File: src/rtl/core/utfss_pkg.sv
// utfss_pkg: shared types and constants of the utf-8 stream sanitiser
// beat structs for both channels, the group entry passed front to back,
// classification masks and the replacement character; no dependencies
package utfss_pkg;

    // default number of entries in the group queue between front and back
    localparam int unsigned QUEUE_DEPTH = 2;

    // lead-byte classification masks and patterns
    localparam logic [7:0] ASCII_MASK  = 8'h80;
    localparam logic [7:0] LEAD2_MASK  = 8'hE0;
    localparam logic [7:0] LEAD2_PAT   = 8'hC0;
    localparam logic [7:0] LEAD3_MASK  = 8'hF0;
    localparam logic [7:0] LEAD3_PAT   = 8'hE0;
    localparam logic [7:0] LEAD4_MASK  = 8'hF8;
    localparam logic [7:0] LEAD4_PAT   = 8'hF0;
    localparam logic [7:0] CONT_MASK   = 8'hC0;
    localparam logic [7:0] CONT_PAT    = 8'h80;

    // replacement character U+FFFD as utf-8
    localparam logic [7:0] REPL_BYTE0  = 8'hEF;
    localparam logic [7:0] REPL_BYTE1  = 8'hBF;
    localparam logic [7:0] REPL_BYTE2  = 8'hBD;

    // index of the last byte in a group
    localparam logic [1:0] LAST_IDX_ONE   = 2'd0;
    localparam logic [1:0] LAST_IDX_THREE = 2'd2;

    typedef struct packed {
        logic [7:0] in_byte;
        logic       text_end;
    } in_beat_t;

    typedef struct packed {
        logic [7:0] out_byte;
        logic       run_last;
        logic       text_done;
    } out_beat_t;

    // one group of 1 to 4 output bytes caused by a single input beat
    typedef struct packed {
        logic [3:0][7:0] bytes;
        logic [1:0]      last_idx;
        logic            text_end;
    } group_t;

endpackage

File: src/rtl/core/utfss_front.sv
// utfss_front: accepts input beats, tracks the open utf-8 sequence and
// turns each beat into at most one output group
// depends on utfss_pkg
module utfss_front (
    input  logic                aclk,
    input  logic                aresetn,
    input  logic                s_valid,
    output logic                s_ready,
    input  utfss_pkg::in_beat_t s_data,
    output logic                grp_valid,
    input  logic                grp_ready,
    output utfss_pkg::group_t   grp_data
);

    logic [1:0] bytes_left_reg, bytes_left_next;
    logic [2:0] seq_length_reg, seq_length_next;
    logic       seq_broken_reg, seq_broken_next;
    logic [7:0] held_reg [3];
    logic [7:0] held_next [3];

    logic       accept;
    logic [7:0] b;
    logic       is_end;
    logic [2:0] lead_len;
    logic [2:0] pos;
    logic       bad_cont;
    logic       broken_now;
    logic [1:0] left_dec;
    logic [2:0] len_m1;

    // queue space is the only thing that holds the input back
    assign s_ready = grp_ready;
    assign accept  = s_valid && s_ready;
    assign b       = s_data.in_byte;
    assign is_end  = s_data.text_end;

    always_comb begin
        if ((b & utfss_pkg::ASCII_MASK) == 8'h00) begin
            lead_len = 3'd1;
        end else if ((b & utfss_pkg::LEAD2_MASK) == utfss_pkg::LEAD2_PAT) begin
            lead_len = 3'd2;
        end else if ((b & utfss_pkg::LEAD3_MASK) == utfss_pkg::LEAD3_PAT) begin
            lead_len = 3'd3;
        end else if ((b & utfss_pkg::LEAD4_MASK) == utfss_pkg::LEAD4_PAT) begin
            lead_len = 3'd4;
        end else begin
            lead_len = 3'd0;
        end
    end

    assign pos        = seq_length_reg - {1'b0, bytes_left_reg};
    assign bad_cont   = (b & utfss_pkg::CONT_MASK) != utfss_pkg::CONT_PAT;
    assign broken_now = seq_broken_reg || bad_cont;
    assign left_dec   = bytes_left_reg - 2'd1;
    assign len_m1     = seq_length_reg - 3'd1;

    always_comb begin
        bytes_left_next = bytes_left_reg;
        seq_length_next = seq_length_reg;
        seq_broken_next = seq_broken_reg;
        held_next       = held_reg;
        grp_valid       = 1'b0;
        grp_data.bytes    = {utfss_pkg::REPL_BYTE0, utfss_pkg::REPL_BYTE2,
                             utfss_pkg::REPL_BYTE1, utfss_pkg::REPL_BYTE0};
        grp_data.last_idx = utfss_pkg::LAST_IDX_THREE;
        grp_data.text_end = is_end;

        if (accept) begin
            if (bytes_left_reg == 2'd0) begin
                if (lead_len == 3'd1) begin
                    grp_valid         = 1'b1;
                    grp_data.bytes[0] = b;
                    grp_data.last_idx = utfss_pkg::LAST_IDX_ONE;
                end else if (lead_len == 3'd0 || is_end) begin
                    // bad lead, or a lead that the text ends on
                    grp_valid = 1'b1;
                end else begin
                    held_next[0]    = b;
                    seq_length_next = lead_len;
                    bytes_left_next = 2'(lead_len - 3'd1);
                    seq_broken_next = 1'b0;
                end
            end else begin
                seq_broken_next = broken_now;
                bytes_left_next = left_dec;
                if (left_dec == 2'd0) begin
                    grp_valid = 1'b1;
                    if (!broken_now) begin
                        grp_data.bytes[0] = held_reg[0];
                        grp_data.bytes[1] = (seq_length_reg == 3'd2) ? b : held_reg[1];
                        grp_data.bytes[2] = (seq_length_reg == 3'd3) ? b : held_reg[2];
                        grp_data.bytes[3] = b;
                        grp_data.last_idx = len_m1[1:0];
                    end
                    bytes_left_next = 2'd0;
                    seq_length_next = 3'd0;
                    seq_broken_next = 1'b0;
                end else if (is_end) begin
                    grp_valid = 1'b1;
                end else begin
                    held_next[pos[1:0]] = b;
                end
            end

            if (is_end) begin
                bytes_left_next = 2'd0;
                seq_length_next = 3'd0;
                seq_broken_next = 1'b0;
            end
        end
    end

    always_ff @(posedge aclk) begin
        if (!aresetn) begin
            bytes_left_reg <= 2'd0;
            seq_length_reg <= 3'd0;
            seq_broken_reg <= 1'b0;
        end else begin
            bytes_left_reg <= bytes_left_next;
            seq_length_reg <= seq_length_next;
            seq_broken_reg <= seq_broken_next;
        end
    end

    always_ff @(posedge aclk) begin
        held_reg <= held_next;
    end

endmodule

File: src/rtl/core/utfss_queue.sv
// utfss_queue: small register queue of output groups between front and back
// depends on utfss_pkg
module utfss_queue #(
    parameter int unsigned Depth = utfss_pkg::QUEUE_DEPTH
) (
    input  logic              aclk,
    input  logic              aresetn,
    input  logic              push_valid,
    output logic              push_ready,
    input  utfss_pkg::group_t push_data,
    output logic              pop_valid,
    input  logic              pop_ready,
    output utfss_pkg::group_t pop_data
);

    localparam int unsigned PtrW = (Depth > 1) ? $clog2(Depth) : 1;
    localparam int unsigned CntW = $clog2(Depth + 1);
    localparam logic [PtrW-1:0] PtrLast = PtrW'(Depth - 1);
    localparam logic [CntW-1:0] CntFull = CntW'(Depth);

    utfss_pkg::group_t entry_reg [Depth];

    logic [PtrW-1:0] wr_ptr_reg, wr_ptr_next;
    logic [PtrW-1:0] rd_ptr_reg, rd_ptr_next;
    logic [CntW-1:0] count_reg, count_next;
    logic            do_push, do_pop;

    assign push_ready = count_reg != CntFull;
    assign pop_valid  = count_reg != '0;
    assign pop_data   = entry_reg[rd_ptr_reg];
    assign do_push    = push_valid && push_ready;
    assign do_pop     = pop_valid && pop_ready;

    always_comb begin
        wr_ptr_next = wr_ptr_reg;
        rd_ptr_next = rd_ptr_reg;
        count_next  = count_reg;
        if (do_push) begin
            wr_ptr_next = (wr_ptr_reg == PtrLast) ? '0 : wr_ptr_reg + 1'b1;
        end
        if (do_pop) begin
            rd_ptr_next = (rd_ptr_reg == PtrLast) ? '0 : rd_ptr_reg + 1'b1;
        end
        if (do_push && !do_pop) begin
            count_next = count_reg + 1'b1;
        end else if (do_pop && !do_push) begin
            count_next = count_reg - 1'b1;
        end
    end

    always_ff @(posedge aclk) begin
        if (!aresetn) begin
            wr_ptr_reg <= '0;
            rd_ptr_reg <= '0;
            count_reg  <= '0;
        end else begin
            wr_ptr_reg <= wr_ptr_next;
            rd_ptr_reg <= rd_ptr_next;
            count_reg  <= count_next;
        end
    end

    always_ff @(posedge aclk) begin
        if (do_push) begin
            entry_reg[wr_ptr_reg] <= push_data;
        end
    end

endmodule

File: src/rtl/core/utfss_back.sv
// utfss_back: plays each queued group out as single output beats and
// marks the last beat of the group and of the text
// depends on utfss_pkg
module utfss_back (
    input  logic                 aclk,
    input  logic                 aresetn,
    input  logic                 grp_valid,
    output logic                 grp_ready,
    input  utfss_pkg::group_t    grp_data,
    output logic                 m_valid,
    input  logic                 m_ready,
    output utfss_pkg::out_beat_t m_data
);

    utfss_pkg::group_t cur_reg;
    logic              busy_reg, busy_next;
    logic [1:0]        idx_reg, idx_next;
    logic              at_last;
    logic              load;

    assign at_last   = idx_reg == cur_reg.last_idx;
    assign grp_ready = !busy_reg || (m_ready && at_last);
    assign load      = grp_valid && grp_ready;

    assign m_valid            = busy_reg;
    assign m_data.out_byte    = cur_reg.bytes[idx_reg];
    assign m_data.run_last    = at_last;
    assign m_data.text_done   = at_last && cur_reg.text_end;

    always_comb begin
        busy_next = busy_reg;
        idx_next  = idx_reg;
        if (load) begin
            busy_next = 1'b1;
            idx_next  = 2'd0;
        end else if (busy_reg && m_ready) begin
            if (at_last) begin
                busy_next = 1'b0;
            end else begin
                idx_next = idx_reg + 2'd1;
            end
        end
    end

    always_ff @(posedge aclk) begin
        if (!aresetn) begin
            busy_reg <= 1'b0;
            idx_reg  <= 2'd0;
        end else begin
            busy_reg <= busy_next;
            idx_reg  <= idx_next;
        end
    end

    always_ff @(posedge aclk) begin
        if (load) begin
            cur_reg <= grp_data;
        end
    end

endmodule

File: src/rtl/core/utf8_stream_sanitizer.sv
// utf8_stream_sanitizer: top level of the utf-8 stream sanitiser
// joins front, group queue and back; depends on utfss_pkg, utfss_front,
// utfss_queue and utfss_back
//
//  channel  dir  ports                      beat
//  input    in   s_valid s_ready s_data     one raw text byte plus end-of-text flag
//  result   out  m_valid m_ready m_data     one sanitised byte plus run and text marks
//
// one input beat is taken per cycle while the group queue has space
// each input beat makes a group of 0 to 4 output bytes; the back end sends
// one byte per cycle while m_ready is high, so a group of n bytes holds the back end
// until its n bytes are taken; ascii text runs at one byte per cycle end to end while
// m_ready is high, and replacement groups can fill the queue and then stall s_ready
// aresetn is synchronous and active low; it empties the queue and closes any
// open sequence, and the block is ready as soon as reset is released
module utf8_stream_sanitizer #(
    parameter int unsigned QueueDepth = utfss_pkg::QUEUE_DEPTH
) (
    input  logic                 aclk,
    input  logic                 aresetn,
    input  logic                 s_valid,
    output logic                 s_ready,
    input  utfss_pkg::in_beat_t  s_data,
    output logic                 m_valid,
    input  logic                 m_ready,
    output utfss_pkg::out_beat_t m_data
);

    // front to queue
    logic              fq_valid;
    logic              fq_ready;
    utfss_pkg::group_t fq_data;

    // queue to back
    logic              qb_valid;
    logic              qb_ready;
    utfss_pkg::group_t qb_data;

    // front end: lead classification, continuation check, byte holding
    utfss_front u_front (
        .aclk      (aclk),
        .aresetn   (aresetn),
        .s_valid   (s_valid),
        .s_ready   (s_ready),
        .s_data    (s_data),
        .grp_valid (fq_valid),
        .grp_ready (fq_ready),
        .grp_data  (fq_data)
    );

    // decouples the bursty back end from the byte-rate front end
    utfss_queue #(
        .Depth (QueueDepth)
    ) u_queue (
        .aclk       (aclk),
        .aresetn    (aresetn),
        .push_valid (fq_valid),
        .push_ready (fq_ready),
        .push_data  (fq_data),
        .pop_valid  (qb_valid),
        .pop_ready  (qb_ready),
        .pop_data   (qb_data)
    );

    // back end: serialises groups onto the result channel
    utfss_back u_back (
        .aclk      (aclk),
        .aresetn   (aresetn),
        .grp_valid (qb_valid),
        .grp_ready (qb_ready),
        .grp_data  (qb_data),
        .m_valid   (m_valid),
        .m_ready   (m_ready),
        .m_data    (m_data)
    );

endmodule

File: config.mk
export PLATFORM = sky130hd
export DESIGN_NAME = utf8_stream_sanitizer
export DESIGN_NICKNAME = d
export VERILOG_FILES = /design/src/rtl/core/utfss_pkg.sv /design/src/rtl/core/utfss_front.sv /design/src/rtl/core/utfss_queue.sv /design/src/rtl/core/utfss_back.sv /design/src/rtl/core/utf8_stream_sanitizer.sv
export SDC_FILE = /design/constraint.sdc
export NUM_CORES = 1
export LEC_CHECK = 0
export BUFFER_PORTS_ARGS = -buffer_cell sky130_fd_sc_hd__buf_2
export CAP_MARGIN = 20
export CORE_UTILIZATION = 30
export DETAILED_ROUTE_END_ITERATION = 8
export PLACE_DENSITY_LB_ADDON = 0.1
export REMOVE_ABC_BUFFERS = 1
export SYNTH_ARGS = -nofsm -noshare
export SYNTH_HDL_FRONTEND = slang
export SYNTH_HIERARCHICAL = 1
export SYNTH_SLANG_ARGS = --single-unit
export TNS_END_PERCENT = 50
File: constraint.sdc
create_clock -name aclk -period 2.38 [get_ports aclk]
set_input_delay 0.119 -clock aclk [delete_from_list [all_inputs] [get_ports aclk]]
set_output_delay 0.119 -clock aclk [all_outputs]
set_load 0.02 [all_outputs]
==> flow_metrics.env, run 1 <==
export IMPL_antenna_found_initial=0
export IMPL_fmax_mhz=448
export IMPL_cp_required_ps=2740
export IMPL_setup_viol=0
export IMPL_fillers=1885
export IMPL_grt_pass1_vias=3443
export IMPL_critPathKind="flop to flop"
export IMPL_yosysWarningCount=6
export IMPL_num_nets_final=472
export IMPL_fin_hold_ws_ps=14.5
export IMPL_finalClockSkew_ps=8.23
export IMPL_hpwl_um=8380
export IMPL_hold_class="input pin to flop"
export IMPL_grt_max_degree=36
export IMPL_cp_end_kind="flop"
export IMPL_cts_htree_levels=4
export IMPL_cts_tree="yes"
export IMPL_post_cts_repair_setup_buffers=0
export IMPL_relSlewSlack_pct=63.6
export IMPL_die_width_um=143
export IMPL_synthFlopType="edfxtp_1"
export IMPL_synth_largest_area_cell="edfxtp_1"
export IMPL_rsz0062_at_grt="false"
export IMPL_core_area_um2=19500
export IMPL_root_buffer="clkbuf_16"
export IMPL_wl_per_cell_um=17.3
export IMPL_cp_max_fo=4
export IMPL_drt_pass1_iter_count=4
export IMPL_hold_violations=0
export IMPL_ys_types=58
export IMPL_routed_wl_um=12600
export IMPL_die_area_um2=20500
export IMPL_place_congestion=0.919
export IMPL_grt_use_total_pct=13.6
export IMPL_tightest_slew_ps=546
export IMPL_portBuffers=24
export IMPL_cts_buffer_depth=2
export IMPL_outcome="complete, no violations"
export IMPL_power_density_nw_per_um2=1070
export IMPL_start_util_pct=30.7
export IMPL_synth_async_reset_ratio_pct=0
export IMPL_p_leak_nw=2.27
export IMPL_viasPerCell=4.62
export IMPL_maxSlewViolCount=0
export IMPL_grt_remaining_overflow=0
export IMPL_ir_drop_v=0.000457
export IMPL_largest_register_ff_count=70
export IMPL_final_common_cell="edfxtp_1"
export IMPL_drtAntennaViolNets=0
export IMPL_cts_made_buffers=17
export IMPL_synth_seq_area_share_pct=69.3
export IMPL_ys_ff_latch=143
export IMPL_die_h_um=143
export IMPL_cp_start_kind="flop"
export IMPL_netlist_area_um2=5990
export IMPL_fin_crit_ps=2230
export IMPL_cap_violations=0
export IMPL_finish_utilization_pct=37.2
export IMPL_final_cell_mix="edfxtp_1 (129), nand2_1 (40), mux2_2 (35)"
export IMPL_synthCells=393
export IMPL_grt_pass1_wl_um=19900
export IMPL_yosysTopAreaCellShare_pct=64.6
export IMPL_period_share_pct=93.7
export IMPL_cts_reportedPaths_clkPinSlew_ps=60
export IMPL_drt_iter0_markers=223
export IMPL_cts_sinks=143
export IMPL_clk_latency_ps=420
export IMPL_vias=3366
export IMPL_synth_edf_count=129
export IMPL_synth_area_leaders="edfxtp_1 (65%), mux2_2 (6.6%), dfxtp_1 (4.7%)"
export IMPL_arrival_ps=2590
export IMPL_row_count=51
export IMPL_fin_tns_setup_ps=0
export IMPL_drive_above_1_share_pct=30.4
export IMPL_syn_to_final_growth_pct=21.4
export IMPL_diodes=0
export IMPL_post_route_drc_count=0
export IMPL_avgSynthCellArea_um2=15.2
export IMPL_io_pins=25
report_power, final:
group	internal (mW)	switching (mW)	total, mW
sequential	3.21	0.111	3.32
combinational	0.718	0.976	1.69
clock	1.75	1.02	2.77
total	5.68	2.11	7.79
synthesized netlist by cell type, drive strengths merged, types with 2 or more instances:
master and number:
nand3b 2, and3 2, and2b 3, mux4 8, o21ai 8, buf 16
nand2b 5, nand2 42, or3 7, a21boi 3, a21oi 10, nor2b 7
edfxtp 129, ha 8, inv 13, nor4 2, o32ai 2, dfxtp 14
nand3 15, a31oi 3, nor2 12, xnor2 4, o211ai 2, o22ai 3
mux2 35, clkbuf 2, o22a 6, xor2 4, and2 8, or4 2
kinds of logic (layout without fill, tap and decap cells):
kind of cell | Yosys count | count (layout) | share of synthesized area [%]
xor gates and xnor gates | 8 | 8 | 1.17
DFF | 143 | 143 | 69.3
and+or+nand+nor | 111 | 111 | 9.61
AOI/OAI and AO/OA | 48 | 48 | 5.81
muxes | 43 | 43 | 9.58
adders and majority gates | 8 | 8 | 1.67
other | 1 | 1 | 0.0626
buffers and inverters | 31 | 102 | 2.78
routing by layer:
metal | track usage (%) | routed length, µm
met1 | 18.2 | 6130
met2 | 20.8 | 5760
met3 | 3.57 | 499
met4 | 6.16 | 251
met5 | 0 | 0
metrics by stage:
| step | setup WS, ps | total power, mW | cells | cell area (µm²) |
|---|---|---|---|---|
| 2_1_floorplan | -88.7 | 4.44 | 375 | 5870 |
| 3_3_place_gp | 123 | 5.09 | 693 | 6610 |
| 3_5_place_dp | 16.0 | 5.10 | 693 | 6610 |
| 4_1_cts | 62.6 | 7.90 | 729 | 7270 |
| 5_1_grt | 1.90 | 8.16 | 729 | 7270 |
| 6_report | 149 | 7.79 | 729 | 7270 |
critical path, cell delays in order, from the launching register on:
cell	delay (ps)
dfxtp_2	350
inv_1	70
ha_1	210
or3_4	410
nand2_2	90
a21oi_1	60
and2_1	150
ha_1	320
or3_1	360
a21boi_1	130
final cells by class:
cell class	instances	area, µm²	share of cell area [%]
Multi-Input combinational cell	219	1670	23.0
Timing Repair Buffer	57	440	6.06
Tap cell	265	332	4.56
Sequential cell	143	4160	57.2
Clock buffer	17	425	5.85
Clock inverter	15	194	2.67
Inverter	13	48.8	0.671
timing repair:
item                                    CTS  global route
endpoints found under the hold margin     7             0
gates resized for setup                   1             3
pin swaps                                 0             2
hold buffers                              4             0
endpoints found under the setup margin    1             1
worst paths after layout:
kind                              from                         to  slack, ps  depth (start not counted)
min reg2reg  u_front/bytes_left_reg[1]  u_front/bytes_left_reg[1]        520                          2
min                          s_data[0]    u_queue/entry_reg[0][0]         10                          1
max          u_front/bytes_left_reg[0]       u_queue/count_reg[1]        150                          9
max reg2reg  u_front/bytes_left_reg[0]       u_queue/count_reg[1]        150                          9
Note: power is estimated with default switching activity, not from simulation.
==> run 2: changes to the inputs <==
CORE_MARGIN = 2   (was unset)
CORE_UTILIZATION = 35   (was 30)
==> run 2 against run 1 <==
Compared with the run above: final cell count is 6.9% lower; clock power rose by 12%; clock skew decreased by 2.0 ps; non-clock buffer count is 5 lower; critical path type unchanged; largest cell class unchanged.
==> flow_metrics.env, run 2 (synthesized netlist as in run 1, its figures left out) <==
export IMPL_final_cell_mix="edfxtp_1 (129), nand2_1 (40), mux2_2 (35)"
export IMPL_viasPerCell=4.94
export IMPL_drt_iter0_markers=237
export IMPL_holdCritStartpoint="s_data[4]"
export IMPL_grt_remaining_overflow=0
export IMPL_critPathKind="flop to flop"
export IMPL_hpwl_um=7450
export IMPL_portBuffers=24
export IMPL_core_area_um2=16600
export IMPL_io_pins=25
export IMPL_die_width_um=135
export IMPL_fin_hold_ws_ps=14.8
export IMPL_power_total_mw=8.05
export IMPL_post_cts_repair_setup_buffers=0
export IMPL_vias=3352
export IMPL_finalClockSkew_ps=6.24
export IMPL_cp_end_kind="flop"
export IMPL_critPathLaunch="u_front/bytes_left_reg[0]"
export IMPL_root_buffer="clkbuf_16"
export IMPL_drive_above_1_share_pct=29.4
export IMPL_grt_max_degree=36
export IMPL_die_area_um2=18200
export IMPL_largest_register_ff_count=70
export IMPL_drtAntennaViolNets=0
export IMPL_row_count=47
export IMPL_routed_wl_um=12000
export IMPL_clk_latency_ps=410
export IMPL_cts_made_buffers=17
export IMPL_p_leak_nw=2.27
export IMPL_r2r_start="u_front/bytes_left_reg[0]"
export IMPL_maxSlewViolCount=0
export IMPL_cts_buffer_depth=2
export IMPL_num_nets_final=467
export IMPL_start_util_pct=36.0
export IMPL_grt_pass1_vias=3544
export IMPL_wl_per_cell_um=17.6
export IMPL_hold_class="input pin to flop"
export IMPL_cp_max_fo=4
export IMPL_arrival_ps=2580
export IMPL_cts_reportedPaths_clkPinSlew_ps=60
export IMPL_period_share_pct=94.0
export IMPL_place_congestion=0.870
export IMPL_power_density_nw_per_um2=1110
export IMPL_cts_htree_levels=4
export IMPL_fin_crit_ps=2240
export IMPL_syn_to_final_growth_pct=20.7
export IMPL_cp_required_ps=2720
export IMPL_grt_use_total_pct=14.6
export IMPL_cap_violations=0
export IMPL_cts_sinks=143
export IMPL_die_h_um=135
export IMPL_cts_tree="yes"
export IMPL_rsz0062_at_grt="false"
export IMPL_diodes=0
export IMPL_relSlewSlack_pct=64.5
export IMPL_fmax_mhz=447
export IMPL_r2r_setup_slack_ps=140
export IMPL_tightest_slew_ps=532
export IMPL_cp_start_kind="flop"
export IMPL_hold_violations=0
export IMPL_antenna_found_initial=0
export IMPL_post_route_drc_count=0
export IMPL_grt_pass1_wl_um=19500
export IMPL_drt_pass1_iter_count=4
export IMPL_final_common_cell="edfxtp_1"
export IMPL_ir_drop_v=0.000483
export IMPL_outcome="complete, no violations"
export IMPL_setup_viol=0
run 2: repair_timing:
action                                  4_1_cts  5_1_grt
resized for setup                             0        4
endpoints found under the hold margin         7        0
endpoints found under the setup margin        0       12
hold buffers                                  4        0
run 2: where the power goes:
| part | leakage, nW | internal (mW) | switching (mW) |
|---|---|---|---|
| clock | 0.333 | 2.12 | 0.972 |
| sequential | 1.13 | 3.21 | 0.112 |
| combinational | 0.811 | 0.677 | 0.951 |
| total | 2.27 | 6.02 | 2.03 |
run 2: layer usage:
layer  GRT usage [%]  vias to the layer above  wire, µm
met5               0                        -         0
met4            6.73                        0       294
met3            3.72                       18       403
met2            23.3                       62      5760
met1            18.7                     1678      5510
li1                -                     1594         -
run 2: area by class of cell:
class,count,area [µm²]
fillers,1498,9410
flip-flops and latches,143,4160
multi-input cells,219,1670
clock buffers,21,460
repair buffers,52,378
well taps,220,275
clock inverters,11,235
inverters,13,48.8
run 2: critical path, stage by stage, from the launching register on:
cell	delay, ps
dfxtp_2	360
inv_1	70
ha_1	210
or3_4	400
nand2_2	90
a21oi_1	60
and2_1	150
ha_1	300
or3_1	360
a21boi_1	150
run 2: metrics by stage:
step / setup WS [ps] / util, % / setup TNS, ps / cell area (µm²) / cells
CTS: 21.5 / 43.4 / 0 / 7220 / 679
floorplan: -88.7 / - / -5410 / 5870 / 375
finish: 142 / 43.4 / 0 / 7230 / 679
detailed placement: 38.4 / 39.0 / 0 / 6490 / 643
global placement: 123 / 39.0 / 0 / 6490 / 643
global route: 12.9 / 43.4 / 0 / 7230 / 679
run 2: worst paths after layout:
| path | end | depth (start not counted) |
|---|---|---|
| worst max register to register | u_queue/count_reg[1] | 9 |
| worst max-delay path | u_queue/count_reg[1] | 9 |
| worst min register to register | u_front/seq_broken_reg | 2 |
| worst min-delay path | u_front/held_reg[11] | 1 |
